--- src/rtl/tpig_pkg.sv ---
// Shared types and constants for the terrain patch index generator.
// No dependencies; imported by every module of the block.
`default_nettype none
package tpig_pkg;

   localparam int unsigned SizeW  = 7;
   localparam int unsigned EdgeW  = 4;
   localparam int unsigned CoordW = 6;
   localparam int unsigned IndexW = 13;
   localparam int unsigned CsrIdxW = 1;

   // register indexes on the csr port
   localparam logic [CsrIdxW-1:0] CsrQuads = 1'd0;
   localparam logic [CsrIdxW-1:0] CsrEdges = 1'd1;

   // bit positions within stitch_edges
   localparam int unsigned EdgeLeft   = 0;
   localparam int unsigned EdgeRight  = 1;
   localparam int unsigned EdgeTop    = 2;
   localparam int unsigned EdgeBottom = 3;

   typedef struct packed {
      logic [SizeW-1:0] quads;   // size already clamped to the maximum
      logic [EdgeW-1:0] edges;
   } cfg_type;

   typedef struct packed {
      logic [SizeW-1:0] x;
      logic [SizeW-1:0] z;
   } coord_type;

   // one classified quad waiting for the back end
   typedef struct packed {
      logic [IndexW-1:0] idx_a;   // (x,z)
      logic [IndexW-1:0] idx_b;   // (x+1,z)
      logic [IndexW-1:0] idx_c;   // (x+1,z+1)
      logic [IndexW-1:0] idx_d;   // (x,z+1)
      logic              tri_lo;  // first triangle survives
      logic              tri_hi;  // second triangle survives
   } entry_type;

endpackage
`default_nettype wire

--- src/rtl/tpig_front.sv ---
// Front end: accepts quads, stitches corners, computes indices, drops empty quads.
// Depends on tpig_pkg; feeds tpig_queue. Quads outside the patch are dropped too.
`default_nettype none
module tpig_front (
   input  wire                          clock,
   input  wire                          reset,
   input  tpig_pkg::cfg_type            cfg,
   input  wire                          in_valid,
   output logic                         in_ready,
   input  wire  [tpig_pkg::CoordW-1:0]  in_x,
   input  wire  [tpig_pkg::CoordW-1:0]  in_z,
   input  wire                          q_full,
   output logic                         q_push,
   output tpig_pkg::entry_type          q_entry
);
   import tpig_pkg::*;

   function automatic coord_type remap(input logic [SizeW-1:0] q,
                                       input logic [EdgeW-1:0] e,
                                       input coord_type c);
      coord_type r;
      r = c;
      if (e[EdgeLeft] && r.x == '0 && r.z[0]) r.z = r.z - 7'd1;
      if (e[EdgeRight] && r.x == q && r.z[0]) r.z = r.z - 7'd1;
      if (e[EdgeTop] && r.z == '0 && r.x[0]) r.x = r.x - 7'd1;
      if (e[EdgeBottom] && r.z == q && r.x[0]) r.x = r.x - 7'd1;
      return r;
   endfunction

   function automatic logic [IndexW-1:0] vindex(input logic [SizeW-1:0] q,
                                                input coord_type c);
      logic [SizeW:0]     row_len;
      logic [2*SizeW:0]   prod;
      row_len = {1'b0, q} + 8'd1;
      prod    = {{(SizeW+1){1'b0}}, c.z} * {{SizeW{1'b0}}, row_len}
              + {{(SizeW+1){1'b0}}, c.x};
      return prod[IndexW-1:0];
   endfunction

   logic       stage_valid_ff, stage_valid_in;
   coord_type  corner_ff [4];
   coord_type  corner_in [4];
   logic       in_range;
   logic       has_result;
   logic       advance;
   logic [SizeW-1:0] x_lo, x_hi, z_lo, z_hi;
   entry_type  entry;

   assign x_lo = {1'b0, in_x};
   assign z_lo = {1'b0, in_z};
   assign x_hi = x_lo + 7'd1;
   assign z_hi = z_lo + 7'd1;
   assign in_range = (x_lo < cfg.quads) && (z_lo < cfg.quads);

   always_comb begin
      corner_in[0] = remap(cfg.quads, cfg.edges, coord_type'{x: x_lo, z: z_lo});
      corner_in[1] = remap(cfg.quads, cfg.edges, coord_type'{x: x_hi, z: z_lo});
      corner_in[2] = remap(cfg.quads, cfg.edges, coord_type'{x: x_hi, z: z_hi});
      corner_in[3] = remap(cfg.quads, cfg.edges, coord_type'{x: x_lo, z: z_hi});
   end

   always_comb begin
      entry.idx_a  = vindex(cfg.quads, corner_ff[0]);
      entry.idx_b  = vindex(cfg.quads, corner_ff[1]);
      entry.idx_c  = vindex(cfg.quads, corner_ff[2]);
      entry.idx_d  = vindex(cfg.quads, corner_ff[3]);
      entry.tri_lo = (entry.idx_a != entry.idx_b) && (entry.idx_b != entry.idx_c)
                  && (entry.idx_a != entry.idx_c);
      entry.tri_hi = (entry.idx_a != entry.idx_c) && (entry.idx_c != entry.idx_d)
                  && (entry.idx_a != entry.idx_d);
   end

   assign has_result = entry.tri_lo || entry.tri_hi;
   // a staged quad without triangles simply drops
   assign advance  = !stage_valid_ff || !has_result || !q_full;
   assign in_ready = advance;
   assign q_push   = stage_valid_ff && has_result && !q_full;
   assign q_entry  = entry;

   always_comb begin
      stage_valid_in = stage_valid_ff;
      if (advance) begin
         stage_valid_in = in_valid && in_range;
      end
   end

   always_ff @(posedge clock) begin
      if (reset) begin
         stage_valid_ff <= 1'b0;
      end else begin
         stage_valid_ff <= stage_valid_in;
      end
   end

   always_ff @(posedge clock) begin
      if (advance) begin
         corner_ff <= corner_in;
      end
   end

endmodule
`default_nettype wire

--- src/rtl/tpig_queue.sv ---
// Two-entry queue between the front and back ends.
// Depends on tpig_pkg for the entry type.
`default_nettype none
module tpig_queue (
   input  wire                  clock,
   input  wire                  reset,
   input  wire                  push,
   input  tpig_pkg::entry_type  push_entry,
   input  wire                  pop,
   output tpig_pkg::entry_type  head,
   output logic                 full,
   output logic                 empty
);
   import tpig_pkg::*;

   localparam int unsigned Depth = 2;

   entry_type         slot_ff [Depth];
   logic              wr_ptr_ff, wr_ptr_in;
   logic              rd_ptr_ff, rd_ptr_in;
   logic [1:0]        count_ff, count_in;

   assign full  = (count_ff == 2'(Depth));
   assign empty = (count_ff == 2'd0);
   assign head  = slot_ff[rd_ptr_ff];

   always_comb begin
      wr_ptr_in = push ? !wr_ptr_ff : wr_ptr_ff;
      rd_ptr_in = pop ? !rd_ptr_ff : rd_ptr_ff;
      count_in  = count_ff + {1'b0, push} - {1'b0, pop};
   end

   always_ff @(posedge clock) begin
      if (reset) begin
         wr_ptr_ff <= 1'b0;
         rd_ptr_ff <= 1'b0;
         count_ff  <= 2'd0;
      end else begin
         wr_ptr_ff <= wr_ptr_in;
         rd_ptr_ff <= rd_ptr_in;
         count_ff  <= count_in;
      end
   end

   always_ff @(posedge clock) begin
      if (push) begin
         slot_ff[wr_ptr_ff] <= push_entry;
      end
   end

   a_no_overflow: assert property (@(posedge clock) disable iff (reset)
      !(push && full)) else $error("queue push while full");
   a_no_underflow: assert property (@(posedge clock) disable iff (reset)
      !(pop && empty)) else $error("queue pop while empty");
   a_count_bound: assert property (@(posedge clock) disable iff (reset)
      count_ff <= 2'(Depth)) else $error("queue count out of range");
   a_count_track: assert property (@(posedge clock) disable iff (reset)
      (push && !pop) |=> !empty) else $error("queue lost a pushed entry");

endmodule
`default_nettype wire

--- src/rtl/tpig_back.sv ---
// Back end: walks a queued quad and sends one vertex index per transfer.
// Depends on tpig_pkg; reads from tpig_queue.
`default_nettype none
module tpig_back (
   input  wire                          clock,
   input  wire                          reset,
   input  tpig_pkg::entry_type          head,
   input  wire                          q_empty,
   output logic                         q_pop,
   output logic                         out_valid,
   input  wire                          out_ready,
   output logic [tpig_pkg::IndexW-1:0]  out_index,
   output logic                         out_last
);
   import tpig_pkg::*;

   entry_type          cur_ff;
   logic               cur_valid_ff, cur_valid_in;
   logic [2:0]         pos_ff, pos_in;
   logic               rsp_valid_ff, rsp_valid_in;
   logic [IndexW-1:0]  rsp_index_ff;
   logic               rsp_last_ff;
   logic               slot_free;
   logic               emit;
   logic               is_last;
   logic               take;
   logic [IndexW-1:0]  sel_index;

   assign slot_free = !rsp_valid_ff || out_ready;
   assign emit      = cur_valid_ff && slot_free;
   // final position: end of second triangle if it survives, else end of first
   assign is_last   = (pos_ff == (cur_ff.tri_hi ? 3'd5 : 3'd2));
   assign take      = !q_empty && (!cur_valid_ff || (emit && is_last));
   assign q_pop     = take;

   always_comb begin
      case (pos_ff)
         3'd0, 3'd3: sel_index = cur_ff.idx_a;
         3'd1:       sel_index = cur_ff.idx_b;
         3'd2, 3'd4: sel_index = cur_ff.idx_c;
         default:    sel_index = cur_ff.idx_d;
      endcase
   end

   always_comb begin
      cur_valid_in = cur_valid_ff;
      pos_in       = pos_ff;
      if (take) begin
         cur_valid_in = 1'b1;
         pos_in       = head.tri_lo ? 3'd0 : 3'd3;
      end else if (emit) begin
         cur_valid_in = !is_last;
         pos_in       = pos_ff + 3'd1;
      end
      rsp_valid_in = emit ? 1'b1 : (out_ready ? 1'b0 : rsp_valid_ff);
   end

   always_ff @(posedge clock) begin
      if (reset) begin
         cur_valid_ff <= 1'b0;
         pos_ff       <= 3'd0;
         rsp_valid_ff <= 1'b0;
      end else begin
         cur_valid_ff <= cur_valid_in;
         pos_ff       <= pos_in;
         rsp_valid_ff <= rsp_valid_in;
      end
   end

   always_ff @(posedge clock) begin
      if (take) begin
         cur_ff <= head;
      end
      if (emit) begin
         rsp_index_ff <= sel_index;
         rsp_last_ff  <= is_last;
      end
   end

   assign out_valid = rsp_valid_ff;
   assign out_index = rsp_index_ff;
   assign out_last  = rsp_last_ff;

endmodule
`default_nettype wire

--- src/rtl/terrain_patch_index_generator.sv ---
// Throughput: one index per cycle while rsp_tready is held high; a quad sends three or six
// indices, set by how many of its two triangles survive stitching. A quad with no
// triangles is dropped in the front end and sends no index.
// Reset (synchronous): quads_per_side returns to 32, stitch_edges to 0, queue and
// output register empty.
`default_nettype none
module terrain_patch_index_generator #(
   parameter int MAX_PATCH_QUADS = 64
) (
   input  wire         clock,
   input  wire         reset,
   // request channel
   input  wire         req_tvalid,
   output logic        req_tready,
   input  wire  [15:0] req_tdata,    // [5:0] quad_x, [11:6] quad_z, [15:12] zero
   // response channel
   output logic        rsp_tvalid,
   input  wire         rsp_tready,
   output logic [15:0] rsp_tdata,    // [12:0] vertex_index, [15:13] zero
   output logic        rsp_tlast,
   // configuration writes
   input  wire         csr_we,
   input  wire  [tpig_pkg::CsrIdxW-1:0] csr_index,
   input  wire  [tpig_pkg::SizeW-1:0]   csr_wdata
);
   import tpig_pkg::*;

   logic [SizeW-1:0]   quads_ff, quads_in;
   logic [EdgeW-1:0]   edges_ff, edges_in;
   cfg_type            cfg;
   logic               q_push, q_pop, q_full, q_empty;
   entry_type          push_entry, head;
   logic [IndexW-1:0]  index;

   // Hold the configuration; the user writes only while the block is idle (not enforced).
   always_comb begin
      quads_in = quads_ff;
      edges_in = edges_ff;
      if (csr_we) begin
         unique case (csr_index)
            CsrQuads: quads_in = csr_wdata;
            CsrEdges: edges_in = csr_wdata[EdgeW-1:0];
            default:  ;
         endcase
      end
   end

   always_ff @(posedge clock) begin
      if (reset) begin
         quads_ff <= 7'd32;
         edges_ff <= '0;
      end else begin
         quads_ff <= quads_in;
         edges_ff <= edges_in;
      end
   end

   // Clamp the size to the largest supported patch.
   always_comb begin
      cfg.edges = edges_ff;
      if (int'({25'd0, quads_ff}) > MAX_PATCH_QUADS) begin
         cfg.quads = SizeW'(MAX_PATCH_QUADS);
      end else begin
         cfg.quads = quads_ff;
      end
   end

   // Front end: stitch corners, compute indices, drop empty or out-of-range quads.
   tpig_front u_front (
      .clock    (clock),
      .reset    (reset),
      .cfg      (cfg),
      .in_valid (req_tvalid),
      .in_ready (req_tready),
      .in_x     (req_tdata[5:0]),
      .in_z     (req_tdata[11:6]),
      .q_full   (q_full),
      .q_push   (q_push),
      .q_entry  (push_entry)
   );

   // Decouple classification from emission.
   tpig_queue u_queue (
      .clock      (clock),
      .reset      (reset),
      .push       (q_push),
      .push_entry (push_entry),
      .pop        (q_pop),
      .head       (head),
      .full       (q_full),
      .empty      (q_empty)
   );

   // Back end: one index per transfer, tlast on the final one of a quad.
   tpig_back u_back (
      .clock     (clock),
      .reset     (reset),
      .head      (head),
      .q_empty   (q_empty),
      .q_pop     (q_pop),
      .out_valid (rsp_tvalid),
      .out_ready (rsp_tready),
      .out_index (index),
      .out_last  (rsp_tlast)
   );

   assign rsp_tdata = {3'b000, index};

endmodule
`default_nettype wire
--- config.mk ---
export PLATFORM = sky130hd
export DESIGN_NAME = terrain_patch_index_generator
export DESIGN_NICKNAME = d
export VERILOG_FILES = /design/src/rtl/tpig_pkg.sv /design/src/rtl/tpig_front.sv /design/src/rtl/tpig_queue.sv /design/src/rtl/tpig_back.sv /design/src/rtl/terrain_patch_index_generator.sv
export SDC_FILE = /design/constraint.sdc
export NUM_CORES = 1
export LEC_CHECK = 0
export BUFFER_PORTS_ARGS = -buffer_cell sky130_fd_sc_hd__buf_4
export CAP_MARGIN = 20
export CORE_ASPECT_RATIO = 1.1
export CORE_MARGIN = 5
export CORE_UTILIZATION = 55
export CTS_BUF_LIST = sky130_fd_sc_hd__clkbuf_4 sky130_fd_sc_hd__clkbuf_8
export DETAILED_ROUTE_END_ITERATION = 7
export HOLD_SLACK_MARGIN = 0.03
export MAX_ROUTING_LAYER = met4
export PLACE_DENSITY = 0.82
export RECOVER_POWER = 50
export SETUP_SLACK_MARGIN = 0.1
export SLEW_MARGIN = 20
export SYNTH_ARGS = -nofsm -noshare
export SYNTH_HDL_FRONTEND = slang
export SYNTH_SLANG_ARGS = --single-unit
export TNS_END_PERCENT = 10
--- constraint.sdc ---
create_clock -name clock -period 13.3 [get_ports clock]
set_clock_uncertainty 0.2 [all_clocks]
set_input_delay 2.66 -clock clock [delete_from_list [all_inputs] [get_ports clock]]
set_output_delay 2.66 -clock clock [all_outputs]
set_load 0.005 [all_outputs]
==> results.md <==
- Post-synth EDFFs: 229
- Initial antenna violation count: 0
- Final GP Congestion: 0.930
- GRT Util Overall: 22.5%
- Root cell of the clock tree: clkbuf_8
- Register bit total from synthesis: 251
- Logic pwr share: 49.4%
- Vias/cell: 5.63
- Largest net degree at the start of global routing: 61
- Share of layout cells above drive strength 1: 10.8%
- Leakage power: 8.33 nW
- Most frequent cells in the layout: edfxtp_1 (229), inv_1 (214), nand2_1 (143)
- Largest cells by area after synthesis: edfxtp_1 (37%), fa_1 (15%), ha_1 (9.5%)
- Biggest cell delay along the critical path: 1.15 ns
- # nets final: 2,013
- Internal: 2.27 mW
- Setup crit end kind: primary output
- Sw Ratio: 39.6%
- CTS buffer count: 39
- DR pass1 iterations: 6
- WP depth: 25
- Commonest non-fill, non-tap cell in the layout: edfxtp_1
- Synth cell types: 76
- Clk_lat worst skew: 0.55 ns
- Syn Std Cell Area: 0.0186 mm^2
- Die H: 203 um
- Cell taking the most area after synthesis: edfxtp_1
- Wirelength per Cell: 18.6 um
- Die area: 0.0376 mm^2
- CP Class: flip-flop to primary output
- Net Sw Power: 1.49 mW
- Row count: 70
- Post-CTS Setup Bufs: 0
- Slowest CP cell: clkbuf_1
- First-pass GRT wire length: 65,800 um
- Max transition margin: -111%
- Failing checks: max-capacitance violations, max-slew violations
- Final ANT Viol Nets: 0
- Seq/Total Area, Yosys: 39.3%
- Final Hold Vio Count: 0
- Synth top area share: 37.0%
- DR iter-0 viols: 927
- DRT Wirelength: 40,100 um
- Unrepaired setup endpoints after global routing: false
- Status: finished with violations
- Post-CTS Hold Fix Bufs: 0
- Reg2Reg Depth: 26
- Period utilisation layout: 86.0%
- Area delta synth->final: 8.34%
- Critical Path AT: 8.58 ns
- Crit path from: quads_ff[6]
- GRT Residual Overflow: 0
- Max Freq: 87.4 MHz
- Worst-Margin Slew: 3.17 ns
- Overall Power: 3.76 mW
- Slew Viols, Final: 147
- Core ar.: 0.0334 mm^2
- CP Buf/Inv Count: 5
- Clk network pwr share: 17.0%
- Leading register cell type out of synthesis: edfxtp_1
- DR vias: 12,200
- Clk sinks: 251
- Critical path startpoint category: flip-flop
- R2r endpoint: u_front.corner_ff[43]
- Sequential share of power: 33.6%
- Synth Instances: 1,645
- Max-Cap Viols: 3
- FFs w/ async S/R, synth: 0%
- H-tree depth: 2
- Ant diodes: 0
- RR Startpoint: quads_ff[6]
- Die width: 185 um
- Clk buf depth: 3
- Port bufs: 40
- Vias in the first global route: 12,700
- Top cell by count, worst path: fa_1
- Post-cts gate resize count: 0
- HP Start: edges_ff[1]
- Fin crit period: 11.44 ns
- Worst-path maximum fanout: 30
- Maximum vdd drop: 81.5 uV
- Residual DRC: 0
- Power Dens Cells: 186 mW/mm^2
- Post-Route Setup TNS: 0 ns
- Worst Setup EP: req_tready
- Hold crit path type: flip-flop to flip-flop
- CP Data Required Time: 10.44 ns
- CTS tree: built
- Avg Cell Area, Syn: 11.3 um^2
- Setup violators final: 0
- Clk pin slew, worst setup/hold paths: 0.06 ns
- Number of synthesis warnings: 0
- Effective utilization at floorplan: 55.8%
- IO Pins: 48
- R2R setup slack: 4.26 ns
- Detailed Place HPWL: 30,200 um
- Critical path's top delay family: adder cells
[worst min path at each step]
| stage | endpoint | slack [ns] | cells after the start |
|---|---|---|---|
| finish | edges_ff[1] | 0.29 | 2 |
| global route | quads_ff[3] | 0.33 | 2 |
| CTS | quads_ff[3] | 0.30 | 2 |
| detailed placement | quads_ff[3] | 0.29 | 2 |
| global placement | edges_ff[1] | 0.28 | 2 |
| floorplan | u_back.out_valid | 0.25 | 2 |
[power groups by stage]
stage	combinational, mW	sequential, mW	clock (mW)
global route	2.05	1.28	0.695
global placement	1.76	1.26	0
CTS	1.85	1.26	0.654
detailed placement	1.83	1.27	0
floorplan	1.36	1.25	0
finish	1.86	1.26	0.639
[metal layers]
| metal | routed length, um | GRT usage [%] | share of wire (%) |
|---|---|---|---|
| met4 | 1570 | 8.34 | 3.9 |
| met5 | 0 | - | 0 |
| met3 | 2140 | 3.10 | 5.3 |
| met1 | 16400 | 28.4 | 41 |
| met2 | 20000 | 37.3 | 50 |
[cell usage after synthesis, drive strengths merged (5+ instances only)]
master  instances
a211oi         15
a21o            9
a21oi          57
a221o           5
a222oi         13
and2          103
and3            7
buf            12
clkbuf         46
dfxtp          22
edfxtp        229
fa            140
ha            141
inv           215
mux2           56
nand2         143
nand2b          8
nand3          28
nand4          12
nor2           69
nor2b          15
nor3           13
nor4           10
o211ai          7
o21a            5
o21ai          28
o21bai          7
or4             5
xnor2         102
xor2           62
[worst min-delay path: stages, from the launching register on]
cell     delay, ns
dfxtp_1       0.33
nand2_1       0.06
a21oi_1       0.06
[kinds of logic after synthesis]
family	synth area share (%)
multiplexers	3.57
XOR/XNOR	8.22
AND/OR/NAND/NOR	11.5
flip-flops	39.3
other	0.0404
AO/OA/AOI/OAI	7.09
buffers and inverters	5.62
adder cells (fa/ha/maj)	24.6
[state kept, by name, summed over array words and instances, names as in the netlist, named ones only]
register,cells
u_front.corner_ff,54
edges_ff,4
u_back.out_index,13
u_back.out_last,1
u_back.cur_ff,53
u_back.pos_ff,3
u_queue.count_ff,2
u_front.stage_valid_ff,1
u_back.out_valid,1
u_queue.wr_ptr_ff,1
u_queue.rd_ptr_ff,1
u_queue.slot_ff,108
u_back.cur_valid_ff,1
quads_ff,7
[through the flow]
stage | hold WS, ns | setup WS, ns | instance area, um^2 | utilization [%] | cells
4_1_cts | 0.300 | 2.09 | 20200 | 60.5 | 2162
3_3_place_gp | 0.284 | 2.53 | 19400 | 58.2 | 2094
2_1_floorplan | 0.248 | 2.55 | 18700 | - | 1666
3_5_place_dp | 0.292 | 2.68 | 19400 | 58.2 | 2094
5_1_grt | 0.328 | 1.32 | 20200 | 60.4 | 2162
6_report | 0.294 | 1.86 | 20200 | 60.4 | 2162
[cell type report]
class	instances	area, um^2
multi-input cells	1142	10400
fillers	2609	13200
repair buffers	54	360
inverters	215	807
flip-flops and latches	251	7320
well taps	432	541
clock inverters	19	154
clock buffers	49	612
(Power assumes the default switching activity.)
